[config.mk]
export PLATFORM = sky130hd
export DESIGN_NAME = sm3_hash_top
export DESIGN_NICKNAME = d
export VERILOG_FILES = /design/src/sv/sm3_pkg.sv /design/src/sv/sm3_front.sv /design/src/sv/sm3_queue.sv /design/src/sv/sm3_back.sv /design/src/sv/sm3_hash_top.sv
export SDC_FILE = /design/constraint.sdc
export NUM_CORES = 2
export LEC_CHECK = 0
export BUFFER_PORTS_ARGS = -buffer_cell sky130_fd_sc_hd__buf_2
export CELL_PAD_IN_SITES_DETAIL_PLACEMENT = 1
export CELL_PAD_IN_SITES_GLOBAL_PLACEMENT = 1
export CORE_AREA = 4 4 412 414
export DETAILED_ROUTE_END_ITERATION = 8
export DIE_AREA = 0 0 416 418
export HOLD_SLACK_MARGIN = 0.1
export PLACE_DENSITY = 0.73
export SYNTH_ARGS = -nofsm -noshare
export SYNTH_HDL_FRONTEND = slang
export SYNTH_HIERARCHICAL = 1
export SYNTH_SLANG_ARGS = --single-unit
[constraint.sdc]
create_clock -name clk -period 17.6 [get_ports clk]
set_clock_uncertainty 0.2 [all_clocks]
set_input_delay 3.52 -clock clk [delete_from_list [all_inputs] [get_ports clk]]
set_output_delay 3.52 -clock clk [all_outputs]
set_load 0.005 [all_outputs]
[src/sv/sm3_pkg.sv]
// Shared constants, types and round functions for the SM3 hash engine.
package sm3_pkg;

  localparam int QDEPTH = 16;
  localparam int QAW    = $clog2(QDEPTH);

  localparam logic [31:0] T_LOW    = 32'h79CC4519;
  localparam logic [31:0] T_HIGH   = 32'h7A879D8A;
  localparam logic [7:0]  PAD_BYTE = 8'h80;

  localparam logic [0:7][31:0] IV = {
    32'h7380166F, 32'h4914B2B9, 32'h172442D7, 32'hDA8A0600,
    32'hA96F30BC, 32'h163138AA, 32'hE38DEE4D, 32'hB0FB0E4E
  };

  // one big-endian message word on its way from front to back
  typedef struct packed {
    logic [31:0] word;
    logic        last;   // final word of a padded message
  } qword_t;

  function automatic logic [31:0] rol32(input logic [31:0] x, input int n);
    rol32 = (x << n) | (x >> (32 - n));
  endfunction

  function automatic logic [31:0] perm0(input logic [31:0] x);
    perm0 = x ^ rol32(x, 9) ^ rol32(x, 17);
  endfunction

  function automatic logic [31:0] perm1(input logic [31:0] x);
    perm1 = x ^ rol32(x, 15) ^ rol32(x, 23);
  endfunction

endpackage

[src/sv/sm3_front.sv]
// Front end: takes message bytes, appends padding and length, packs words.
module sm3_front (
  input  logic            clk,
  input  logic            rst,
  input  logic [7:0]      s_axis_tdata,   // [7:0] data_byte
  input  logic            s_axis_tvalid,
  output logic            s_axis_tready,
  input  logic            s_axis_tlast,   // final_byte
  output sm3_pkg::qword_t q_wdata,
  output logic            q_push,
  input  logic            q_full
);
  import sm3_pkg::*;

  localparam logic [1:0] ST_COLLECT = 2'd0;
  localparam logic [1:0] ST_PAD80   = 2'd1;
  localparam logic [1:0] ST_ZERO    = 2'd2;
  localparam logic [1:0] ST_LEN     = 2'd3;

  logic [1:0]  state;
  logic [5:0]  pos;       // byte position within the 64-byte block
  logic [60:0] byte_cnt;  // message length in bytes, wraps with the bit count
  logic [23:0] acc;       // earlier bytes of the word being packed

  logic [63:0] bit_len;
  logic [7:0]  len_byte;
  logic        byte_go;
  logic [7:0]  byte_val;

  assign bit_len  = {byte_cnt, 3'b000};
  assign len_byte = 8'(bit_len >> {~pos[2:0], 3'b000});

  always_comb begin
    byte_go  = 1'b0;
    byte_val = 8'h00;
    case (state)
      ST_COLLECT: begin
        byte_go  = s_axis_tvalid && !q_full;
        byte_val = s_axis_tdata;
      end
      ST_PAD80: begin
        byte_go  = !q_full;
        byte_val = PAD_BYTE;
      end
      ST_ZERO: begin
        byte_go  = !q_full && (pos != 6'd56);
        byte_val = 8'h00;
      end
      ST_LEN: begin
        byte_go  = !q_full;
        byte_val = len_byte;
      end
      default: begin
        byte_go  = 1'b0;
        byte_val = 8'h00;
      end
    endcase
  end

  assign s_axis_tready = (state == ST_COLLECT) && !q_full;
  assign q_push        = byte_go && (pos[1:0] == 2'd3);
  assign q_wdata.word  = {acc, byte_val};
  assign q_wdata.last  = (state == ST_LEN) && (pos == 6'd63);

  always_ff @(posedge clk) begin
    if (rst) begin
      state    <= ST_COLLECT;
      pos      <= 6'd0;
      byte_cnt <= '0;
    end else begin
      if (byte_go) begin
        pos <= pos + 6'd1;
        acc <= {acc[15:0], byte_val};
      end
      case (state)
        ST_COLLECT: begin
          if (byte_go) begin
            byte_cnt <= byte_cnt + 61'd1;
            if (s_axis_tlast) state <= ST_PAD80;
          end
        end
        ST_PAD80: begin
          if (byte_go) state <= ST_ZERO;
        end
        ST_ZERO: begin
          if (pos == 6'd56) state <= ST_LEN;
        end
        ST_LEN: begin
          if (byte_go && (pos == 6'd63)) begin
            state    <= ST_COLLECT;
            byte_cnt <= '0;
          end
        end
        default: state <= ST_COLLECT;
      endcase
    end
  end

endmodule

[src/sv/sm3_queue.sv]
// Word queue between the packing front end and the compression back end.
module sm3_queue (
  input  logic            clk,
  input  logic            rst,
  input  logic            push,
  input  sm3_pkg::qword_t wdata,
  output logic            full,
  input  logic            pop,
  output sm3_pkg::qword_t rdata,
  output logic            empty
);
  import sm3_pkg::*;

  qword_t         mem [QDEPTH];
  logic [QAW-1:0] wptr;
  logic [QAW-1:0] rptr;
  logic [QAW:0]   count;    // words held in the array
  logic           rvalid;   // rdata holds a word
  logic           load;

  assign full  = (count == (QAW+1)'(QDEPTH));
  assign empty = !rvalid;
  // refill the output word whenever it is free or leaving this cycle
  assign load  = (count != '0) && (!rvalid || pop);

  always_ff @(posedge clk) begin
    if (push) mem[wptr] <= wdata;
    if (load) rdata <= mem[rptr];
  end

  always_ff @(posedge clk) begin
    if (rst) begin
      wptr   <= '0;
      rptr   <= '0;
      count  <= '0;
      rvalid <= 1'b0;
    end else begin
      if (push) wptr <= wptr + 1'b1;
      if (load) rptr <= rptr + 1'b1;
      if (load) begin
        rvalid <= 1'b1;
      end else if (pop) begin
        rvalid <= 1'b0;
      end
      case ({push, load})
        2'b10:   count <= count + 1'b1;
        2'b01:   count <= count - 1'b1;
        default: count <= count;
      endcase
    end
  end

endmodule

[src/sv/sm3_back.sv]
// Back end: loads 16 words, runs 64 rounds with on-the-fly expansion, emits digest.
module sm3_back (
  input  logic            clk,
  input  logic            rst,
  input  sm3_pkg::qword_t q_rdata,
  input  logic            q_empty,
  output logic            q_pop,
  output logic [39:0]     m_axis_tdata,   // [31:0] digest_word, [34:32] word_index
  output logic            m_axis_tvalid,
  input  logic            m_axis_tready,
  output logic            m_axis_tlast    // last_word
);
  import sm3_pkg::*;

  localparam logic [1:0] ST_LOAD  = 2'd0;
  localparam logic [1:0] ST_ROUND = 2'd1;
  localparam logic [1:0] ST_OUT   = 2'd2;

  logic [1:0]  state;
  logic [5:0]  cnt;        // load word count, then round number
  logic [2:0]  oidx;
  logic        blk_last;
  logic [31:0] tj;         // round constant already rotated by the round number
  logic [31:0] w     [16]; // w[0] is W[j]
  logic [31:0] v     [8];
  logic [31:0] chain [8];

  logic [31:0] nv [8];
  logic [31:0] a12, ss1, ss2, ff, gg, tt1, tt2, wnew, w_in;
  logic        early;

  always_comb begin
    early = (cnt[5:4] == 2'd0);
    a12   = rol32(v[0], 12);
    ss1   = rol32(a12 + v[4] + tj, 7);
    ss2   = ss1 ^ a12;
    ff    = early ? (v[0] ^ v[1] ^ v[2])
                  : ((v[0] & v[1]) | (v[0] & v[2]) | (v[1] & v[2]));
    gg    = early ? (v[4] ^ v[5] ^ v[6]) : ((v[4] & v[5]) | (~v[4] & v[6]));
    tt1   = ff + v[3] + ss2 + (w[0] ^ w[4]);
    tt2   = gg + v[7] + ss1 + w[0];
    nv[0] = tt1;
    nv[1] = v[0];
    nv[2] = rol32(v[1], 9);
    nv[3] = v[2];
    nv[4] = perm0(tt2);
    nv[5] = v[4];
    nv[6] = rol32(v[5], 19);
    nv[7] = v[6];
    // W[j+16] from the window W[j..j+15]
    wnew  = perm1(w[0] ^ w[7] ^ rol32(w[13], 15)) ^ rol32(w[3], 7) ^ w[10];
    w_in  = (state == ST_LOAD) ? q_rdata.word : wnew;
  end

  assign q_pop         = (state == ST_LOAD) && !q_empty;
  assign m_axis_tvalid = (state == ST_OUT);
  assign m_axis_tdata  = {5'b00000, oidx, chain[oidx]};
  assign m_axis_tlast  = (oidx == 3'd7);

  always_ff @(posedge clk) begin
    if (q_pop || (state == ST_ROUND)) begin
      for (int i = 0; i < 15; i++) w[i] <= w[i+1];
      w[15] <= w_in;
    end
  end

  always_ff @(posedge clk) begin
    if (rst) begin
      state <= ST_LOAD;
      cnt   <= 6'd0;
      oidx  <= 3'd0;
      for (int i = 0; i < 8; i++) chain[i] <= IV[i];
    end else begin
      case (state)
        ST_LOAD: begin
          if (q_pop) begin
            cnt <= cnt + 6'd1;
            if (cnt == 6'd15) begin
              cnt      <= 6'd0;
              blk_last <= q_rdata.last;
              tj       <= T_LOW;
              for (int i = 0; i < 8; i++) v[i] <= chain[i];
              state    <= ST_ROUND;
            end
          end
        end
        ST_ROUND: begin
          for (int i = 0; i < 8; i++) v[i] <= nv[i];
          tj  <= (cnt == 6'd15) ? {T_HIGH[15:0], T_HIGH[31:16]} : rol32(tj, 1);
          cnt <= cnt + 6'd1;
          if (cnt == 6'd63) begin
            for (int i = 0; i < 8; i++) chain[i] <= chain[i] ^ nv[i];
            state <= blk_last ? ST_OUT : ST_LOAD;
          end
        end
        ST_OUT: begin
          if (m_axis_tready) begin
            oidx <= oidx + 3'd1;
            if (oidx == 3'd7) begin
              for (int i = 0; i < 8; i++) chain[i] <= IV[i];
              state <= ST_LOAD;
            end
          end
        end
        default: state <= ST_LOAD;
      endcase
    end
  end

endmodule

[src/sv/sm3_hash_top.sv]
// Top level of the SM3 hash engine: byte stream in, eight digest words out.
//
// Message bytes enter one per cycle on the slave stream while the queue has room, tlast
// marking the final byte. The front end packs bytes into words and, after the final
// byte, generates the 0x80 pad, zeros and the 64-bit length (9 to 72 extra bytes) at
// one byte per cycle, also while the queue has room. A 16-word queue feeds the back
// end, which loads a block of 16 words and then runs 64 rounds, one round per cycle in
// a single round unit. After the last block the eight digest words leave in order,
// index 0 first, tlast on index 7, and the chaining value returns to the standard
// initial value. Bytes of the next message may arrive while the digest drains.
module sm3_hash_top (
  input  logic        clk,
  input  logic        rst,
  input  logic [7:0]  s_axis_tdata,   // [7:0] data_byte
  input  logic        s_axis_tvalid,
  output logic        s_axis_tready,
  input  logic        s_axis_tlast,   // final_byte
  output logic [39:0] m_axis_tdata,   // [31:0] digest_word, [34:32] word_index
  output logic        m_axis_tvalid,
  input  logic        m_axis_tready,
  output logic        m_axis_tlast    // last_word
);
  import sm3_pkg::*;

  qword_t q_wdata;
  qword_t q_rdata;
  logic   q_push;
  logic   q_pop;
  logic   q_full;
  logic   q_empty;

  sm3_front u_front (
    .clk           (clk),
    .rst           (rst),
    .s_axis_tdata  (s_axis_tdata),
    .s_axis_tvalid (s_axis_tvalid),
    .s_axis_tready (s_axis_tready),
    .s_axis_tlast  (s_axis_tlast),
    .q_wdata       (q_wdata),
    .q_push        (q_push),
    .q_full        (q_full)
  );

  sm3_queue u_queue (
    .clk   (clk),
    .rst   (rst),
    .push  (q_push),
    .wdata (q_wdata),
    .full  (q_full),
    .pop   (q_pop),
    .rdata (q_rdata),
    .empty (q_empty)
  );

  sm3_back u_back (
    .clk           (clk),
    .rst           (rst),
    .q_rdata       (q_rdata),
    .q_empty       (q_empty),
    .q_pop         (q_pop),
    .m_axis_tdata  (m_axis_tdata),
    .m_axis_tvalid (m_axis_tvalid),
    .m_axis_tready (m_axis_tready),
    .m_axis_tlast  (m_axis_tlast)
  );

  a_no_push_full: assert property (@(posedge clk) disable iff (rst)
    q_push |-> !q_full)
    else $error("word pushed into full queue");

  a_no_pop_empty: assert property (@(posedge clk) disable iff (rst)
    q_pop |-> !q_empty)
    else $error("word popped from empty queue");

  a_ready_room: assert property (@(posedge clk) disable iff (rst)
    s_axis_tready |-> !q_full)
    else $error("byte taken with no queue room");

  a_digest_end: assert property (@(posedge clk) disable iff (rst)
    m_axis_tvalid && m_axis_tready && m_axis_tlast |=> !m_axis_tvalid)
    else $error("digest output continued past last word");

endmodule
# Word level (Yosys, flattened, before mapping)
# Memories as Yosys holds them, arrays and structs flattened. A register that Yosys moved wholly into a read port is not among the register bits.
# Cells that the tools add are included.
[word_totals]
register_bits = 151
mem_bits_rw = 1552
wordCells = 236
memories = 4
[op_classes]
add_sub_neg = 16
n_eq_ne = 25
shifts = 1
mux = 80
bitwise = 68
reduce_logical = 29
[memory_table]
columns = ["memory", "depth", "width", "read_ports", "rd_clocked_by_memory_dff", "write_ports", "line_no", "text"]
rows = [
  ["u_queue.mem", 16, 33, 1, 1, 1, "sm3_queue.sv:14", "qword_t mem [QDEPTH];"],
  ["u_back.w", 16, 32, 16, 0, 16, "sm3_back.sv:24", "logic [31:0] w [16];"],
  ["u_back.chain", 8, 32, 9, 1, 8, "sm3_back.sv:26", "logic [31:0] chain [8];"],
  ["u_back.v", 8, 32, 8, 0, 8, "sm3_back.sv:25", "logic [31:0] v [8];"],
]
[op_table]
columns = ["cell", "count"]
rows = [
  ["32-bit two-way mux", 30],
  ["32-bit XOR", 22],
  ["32-bit adder", 8],
  ["32-bit bitwise AND", 5],
  ["61-bit two-way mux", 2],
  ["61-bit one-hot mux with 2 select lines", 1],
  ["32-bit bitwise OR", 3],
  ["32-bit by 15-bit bitwise OR with 32-bit output", 2],
  ["32-bit by 7-bit bitwise OR with 32-bit output", 2],
  ["32-bit by 9-bit bitwise OR with 32-bit output", 2],
  ["32-bit one-hot mux with 2 select lines", 1],
  ["64-bit by 6-bit right shift with 8-bit output", 1],
  ["61-bit by 1-bit adder with 61-bit output (second input constant)", 1],
  ["32-bit inverter", 1],
  ["32-bit by 1-bit bitwise OR with 32-bit output", 1],
  ["32-bit by 12-bit bitwise OR with 32-bit output", 1],
  ["32-bit by 17-bit bitwise OR with 32-bit output", 1],
  ["32-bit by 19-bit bitwise OR with 32-bit output", 1],
  ["32-bit by 23-bit bitwise OR with 32-bit output", 1],
  ["8-bit one-hot mux with 4 select lines", 1],
  ["1-bit two-way mux", 25],
  ["1-bit bitwise OR", 24],
  ["2-bit two-way mux", 11],
  ["6-bit equality test (second input constant)", 3],
  ["33 further kinds", 69],
]

# Depth between registers and ports, before layout
# An unclocked memory read counts as a cell.
[depth]
word_depth = 14
depth_mapped = 32
ltp_nobuf = 32

# Cells and area by module
# Netlist, hierarchy kept.
[by_module_without_submodules]
columns = ["mod", "n_inst", "cells_per_inst", "area_per_inst_um2"]
rows = [
  ["sm3_back", 1, 4251, 53859.2],
  ["sm3_queue", 1, 1094, 22247.6],
  ["sm3_front", 1, 528, 4977.3],
]

# Worst setup path before layout
# Ideal clock, no wire load.
[synth_path]
path_kind = "register to register"
start = "register u_back.state[0]"
end = "register u_back.cnt[2]"
arrival_time_ns = 11.788
required_time_ns = 17.333
path_slack_ns = 5.545
path_stages_with_launch = 8
n_path_buf = 0
period_less_slack_ns = 12.055
path_cell_list = "dfxtp_1 -> or2_2 -> nor2_1 -> nor2_1 -> inv_1 -> nand2_1 -> xor2_1 -> nor2_1"
[synth_between]
elab_chain_len = 4
[synth_lines]
columns = ["element", "line_no", "text"]
rows = [
  ["start, declared", "sm3_back.sv:19", "logic [1:0] state;"],
  ["start signal, assigned", "sm3_back.sv:93", "state <= blk_last ? ST_OUT : ST_LOAD;"],
  ["2-bit zero test", "sm3_back.sv:55", "assign q_pop = (state == ST_LOAD) && !q_empty;"],
  ["1-bit logical AND", "sm3_back.sv:55", ""],
  ["net q_pop", "sm3_hash_top.sv:28", "logic q_pop;"],
  ["2-bit by 1-bit != test with 1-bit output (no source line)", "-", ""],
  ["2-bit AND reduction (no source line)", "-", ""],
  ["end signal, assigned", "sm3_back.sv:77", "cnt <= cnt + 6'd1;"],
  ["end signal, assigned", "sm3_back.sv:90", "cnt <= cnt + 6'd1;"],
  ["end, declared", "sm3_back.sv:20", "logic [5:0] cnt;"],
]
# The timed path passes the listed nets, and every way through them passes these cells.
# A chain may end at the register's enable or synchronous reset.

==> reports/results.tsv <==
metric	value	unit
Overflow after GRT	0	
vias in the first global route	51600	
Worst-Margin Slew	1.23	ns
min Tclk post-route	8.87	ns
WP data arrival	9.21	ns
share of cells above drive strength 1	0.126	
setup_tns	0	ns
clk root buf	clkbuf_16	
WS Path Type	flip-flop to flip-flop	
Die X	416	um
Fillers	16200	
first-pass GRT wire length	355000	um
Worst EP required	17.94	ns
Setup WS pre-CTS	8.88	ns
DRC viols	0	
Post-Syn Area	81100	sq um
CP Max Fanout	6	
most used cell along the critical path	fa_1	
core footprint	166000	sq um
Yosys top cell by area	edfxtp_1	
CTS Buf Count	181	
clock sink count	1739	
Final #Nets	6261	
Die Area	174000	sq um
WL final	243000	um
most common cell in the netlist	edfxtp_1	
post-CTS resize count	0	
largest net degree at the start of global routing	196	
io pins	56	
Final ANT Viol Nets	0	
via count	49600	
vias per cell	5.97	
min-delay worst type	flip-flop to flip-flop	
RSZ-0062 raised after global routing	false	
Leakage	31.0	nW
status	complete, no violations	
Synth async-reset ratio	0	
Worst setup SP type	flip-flop	
final setup vio count	0	
IO buf count	50	
sequential fraction of the synthesis area	0.616	
Setup WS post-layout	8.73	ns
DR iter-0 viols	4718	
initial antenna violation count	10	
HPWL Detailed	168000	um
top_reg_cell synth	edfxtp_1	
die height	418	um
Tcrit/Tclk final	0.504	
Yosys top cell area share	0.561	
Clock transition at path regs	0.06	ns
final slew viol count	0	
maxcap violations	0	
slowest CP cell	fa_1	
Cell variety after synth	102	
CTS tree	built	
Critical Path End Type	flip-flop	
ranking of synthesized cells by area	edfxtp_1 56%, dfxtp_1 5.6%, fa_1 4.6%, xnor2_1 4.6%, mux4_2 4.0%	
fmax	113	MHz
Cells after Synth	5873	
area grow syn2layout	10.6	%
cts hold-fix bufs	0	
drt pass-1 iters	5	
H-tree depth	4	
All-Layer GR Usage	0.279	
Avg WL per Cell	29.3	um
final hold violation count	0	
average size of a mapped cell	13.8	sq um
RePlAce Congestion	0.949	
starting density of the core	0.488	
EDFF count, synth	1514	
slowest cell delay on critical path	0.54	ns
Pwr Density	165	nW/um^2
Clock Path Buffers	3	
Synth Warn #	6	
Post-CTS Setup Inserts	0	
Site Rows	150	
Peak VDD IR	0.158	mV
slew margin rel.	0.175	
clock latency on the worst-skew pair	0.84	ns
Post-synth top cells	1514 x edfxtp_1, 775 x nand2_1, 422 x xnor2_1	
post-synthesis sequential element count	1739	
==> power by group <==
| group | internal (mW) | switching [mW] | leakage (nW) | total (mW) |
|---|---|---|---|---|
| clock | 2.16 | 1.65 | 2.86 | 3.81 |
| sequential | 5.34 | 0.390 | 15.7 | 5.73 |
| combinational | 1.87 | 3.36 | 12.5 | 5.23 |
| total | 9.37 | 5.40 | 31.0 | 14.8 |
==> worst paths after layout <==
path,from,endpoint,slack (ns),cells after the start
worst max-delay path,u_back/v[2][1],u_back/chain[0][31],8.73,32
worst max register to register,u_back/v[2][1],u_back/chain[0][31],8.73,32
worst min-delay path,u_back/w[1][106],u_back/w[1][74],0.20,0
worst min register to register,u_back/w[1][106],u_back/w[1][74],0.20,0
==> cells by family after synthesis <==
| logic type | synth area share |
|---|---|
| buf+inv | 0.0239 |
| flops | 0.616 |
| xor+xnor | 0.0694 |
| other cells | 0.0000462 |
| compound gates | 0.0673 |
| simple gates | 0.0805 |
| mux | 0.0755 |
| fa+ha+maj | 0.0671 |
==> worst max-delay path, delay by kind of cell, from the launching register on <==
family / cells / cell delay, ns
fa+ha+maj: 6 / 2.43
xor+xnor: 5 / 1.25
simple gates: 5 / 0.82
compound gates: 12 / 3.08
flops: 1 / 0.46
buf+inv: 4 / 0.35
==> sequential cells by signal (all words and copies together) (netlist names), named ones only <==
register	cells
u_front/state	2
u_queue/count	5
u_back/tj	32
u_back/state	2
u_queue/wptr	4
u_queue/mem	528
u_front/acc	24
u_front/pos	6
u_back/v	256
u_front/byte_cnt	61
u_back/cnt	6
u_queue/rdata	33
u_queue/rptr	4
u_queue/rvalid	1
u_back/blk_last	1
u_back/oidx	3
u_back/w	512
u_back/chain	256
==> cell type report <==
| type | instances | area [sq um] | share of cell area |
|---|---|---|---|
| sequential | 1739 | 50000 | 0.557 |
| multi-input combinational | 3683 | 29300 | 0.327 |
| clock inverter | 99 | 1050 | 0.0117 |
| timing repair buffer | 136 | 908 | 0.0101 |
| tap | 2204 | 2760 | 0.0307 |
| inverter | 208 | 796 | 0.00887 |
| clock buffer | 237 | 4880 | 0.0544 |
| antenna | 3 | 7.51 | 0.0000837 |
==> placed cells by master, fill, tap and decap left out, types with 38 or more instances in the layout <==
master / n
a21o_1: 54
a21oi_1: 204
a221oi_1: 39
and3_1: 65
buf_2: 50
buf_4: 85
clkbuf_1: 45
clkbuf_16: 184
dfxtp_1: 219
edfxtp_1: 1514
fa_1: 188
ha_1: 111
inv_1: 203
mux2_2: 100
mux2i_1: 176
mux4_2: 143
nand2_1: 773
nand3_1: 60
nand4_1: 39
nor2_1: 272
o21ai_0: 287
o31ai_1: 42
or3_1: 54
or4_1: 38
xnor2_1: 421
xor2_1: 208
==> metal layers <==
| metal | share of wire | track usage |
|---|---|---|
| met1 | 0.40 | 0.368 |
| met2 | 0.49 | 0.466 |
| met3 | 0.062 | 0.0432 |
| met4 | 0.045 | 0.117 |
| met5 | 0.00011 | 0 |
==> per-stage QoR <==
stage          cells  total power [mW]  utilization  instance area, sq um  hold WS [ns]
2_1_floorplan   5877              9.29            -                 81100         0.200
3_3_place_gp    7969              10.7        0.504                 83800         0.200
3_5_place_dp    7969              10.9        0.504                 83800         0.205
4_1_cts         8305              14.8        0.539                 89700         0.207
5_1_grt         8306              15.4        0.540                 89700         0.217
6_report        8309              14.8        0.540                 89700         0.204
Note: power is estimated with default switching activity, not from simulation.
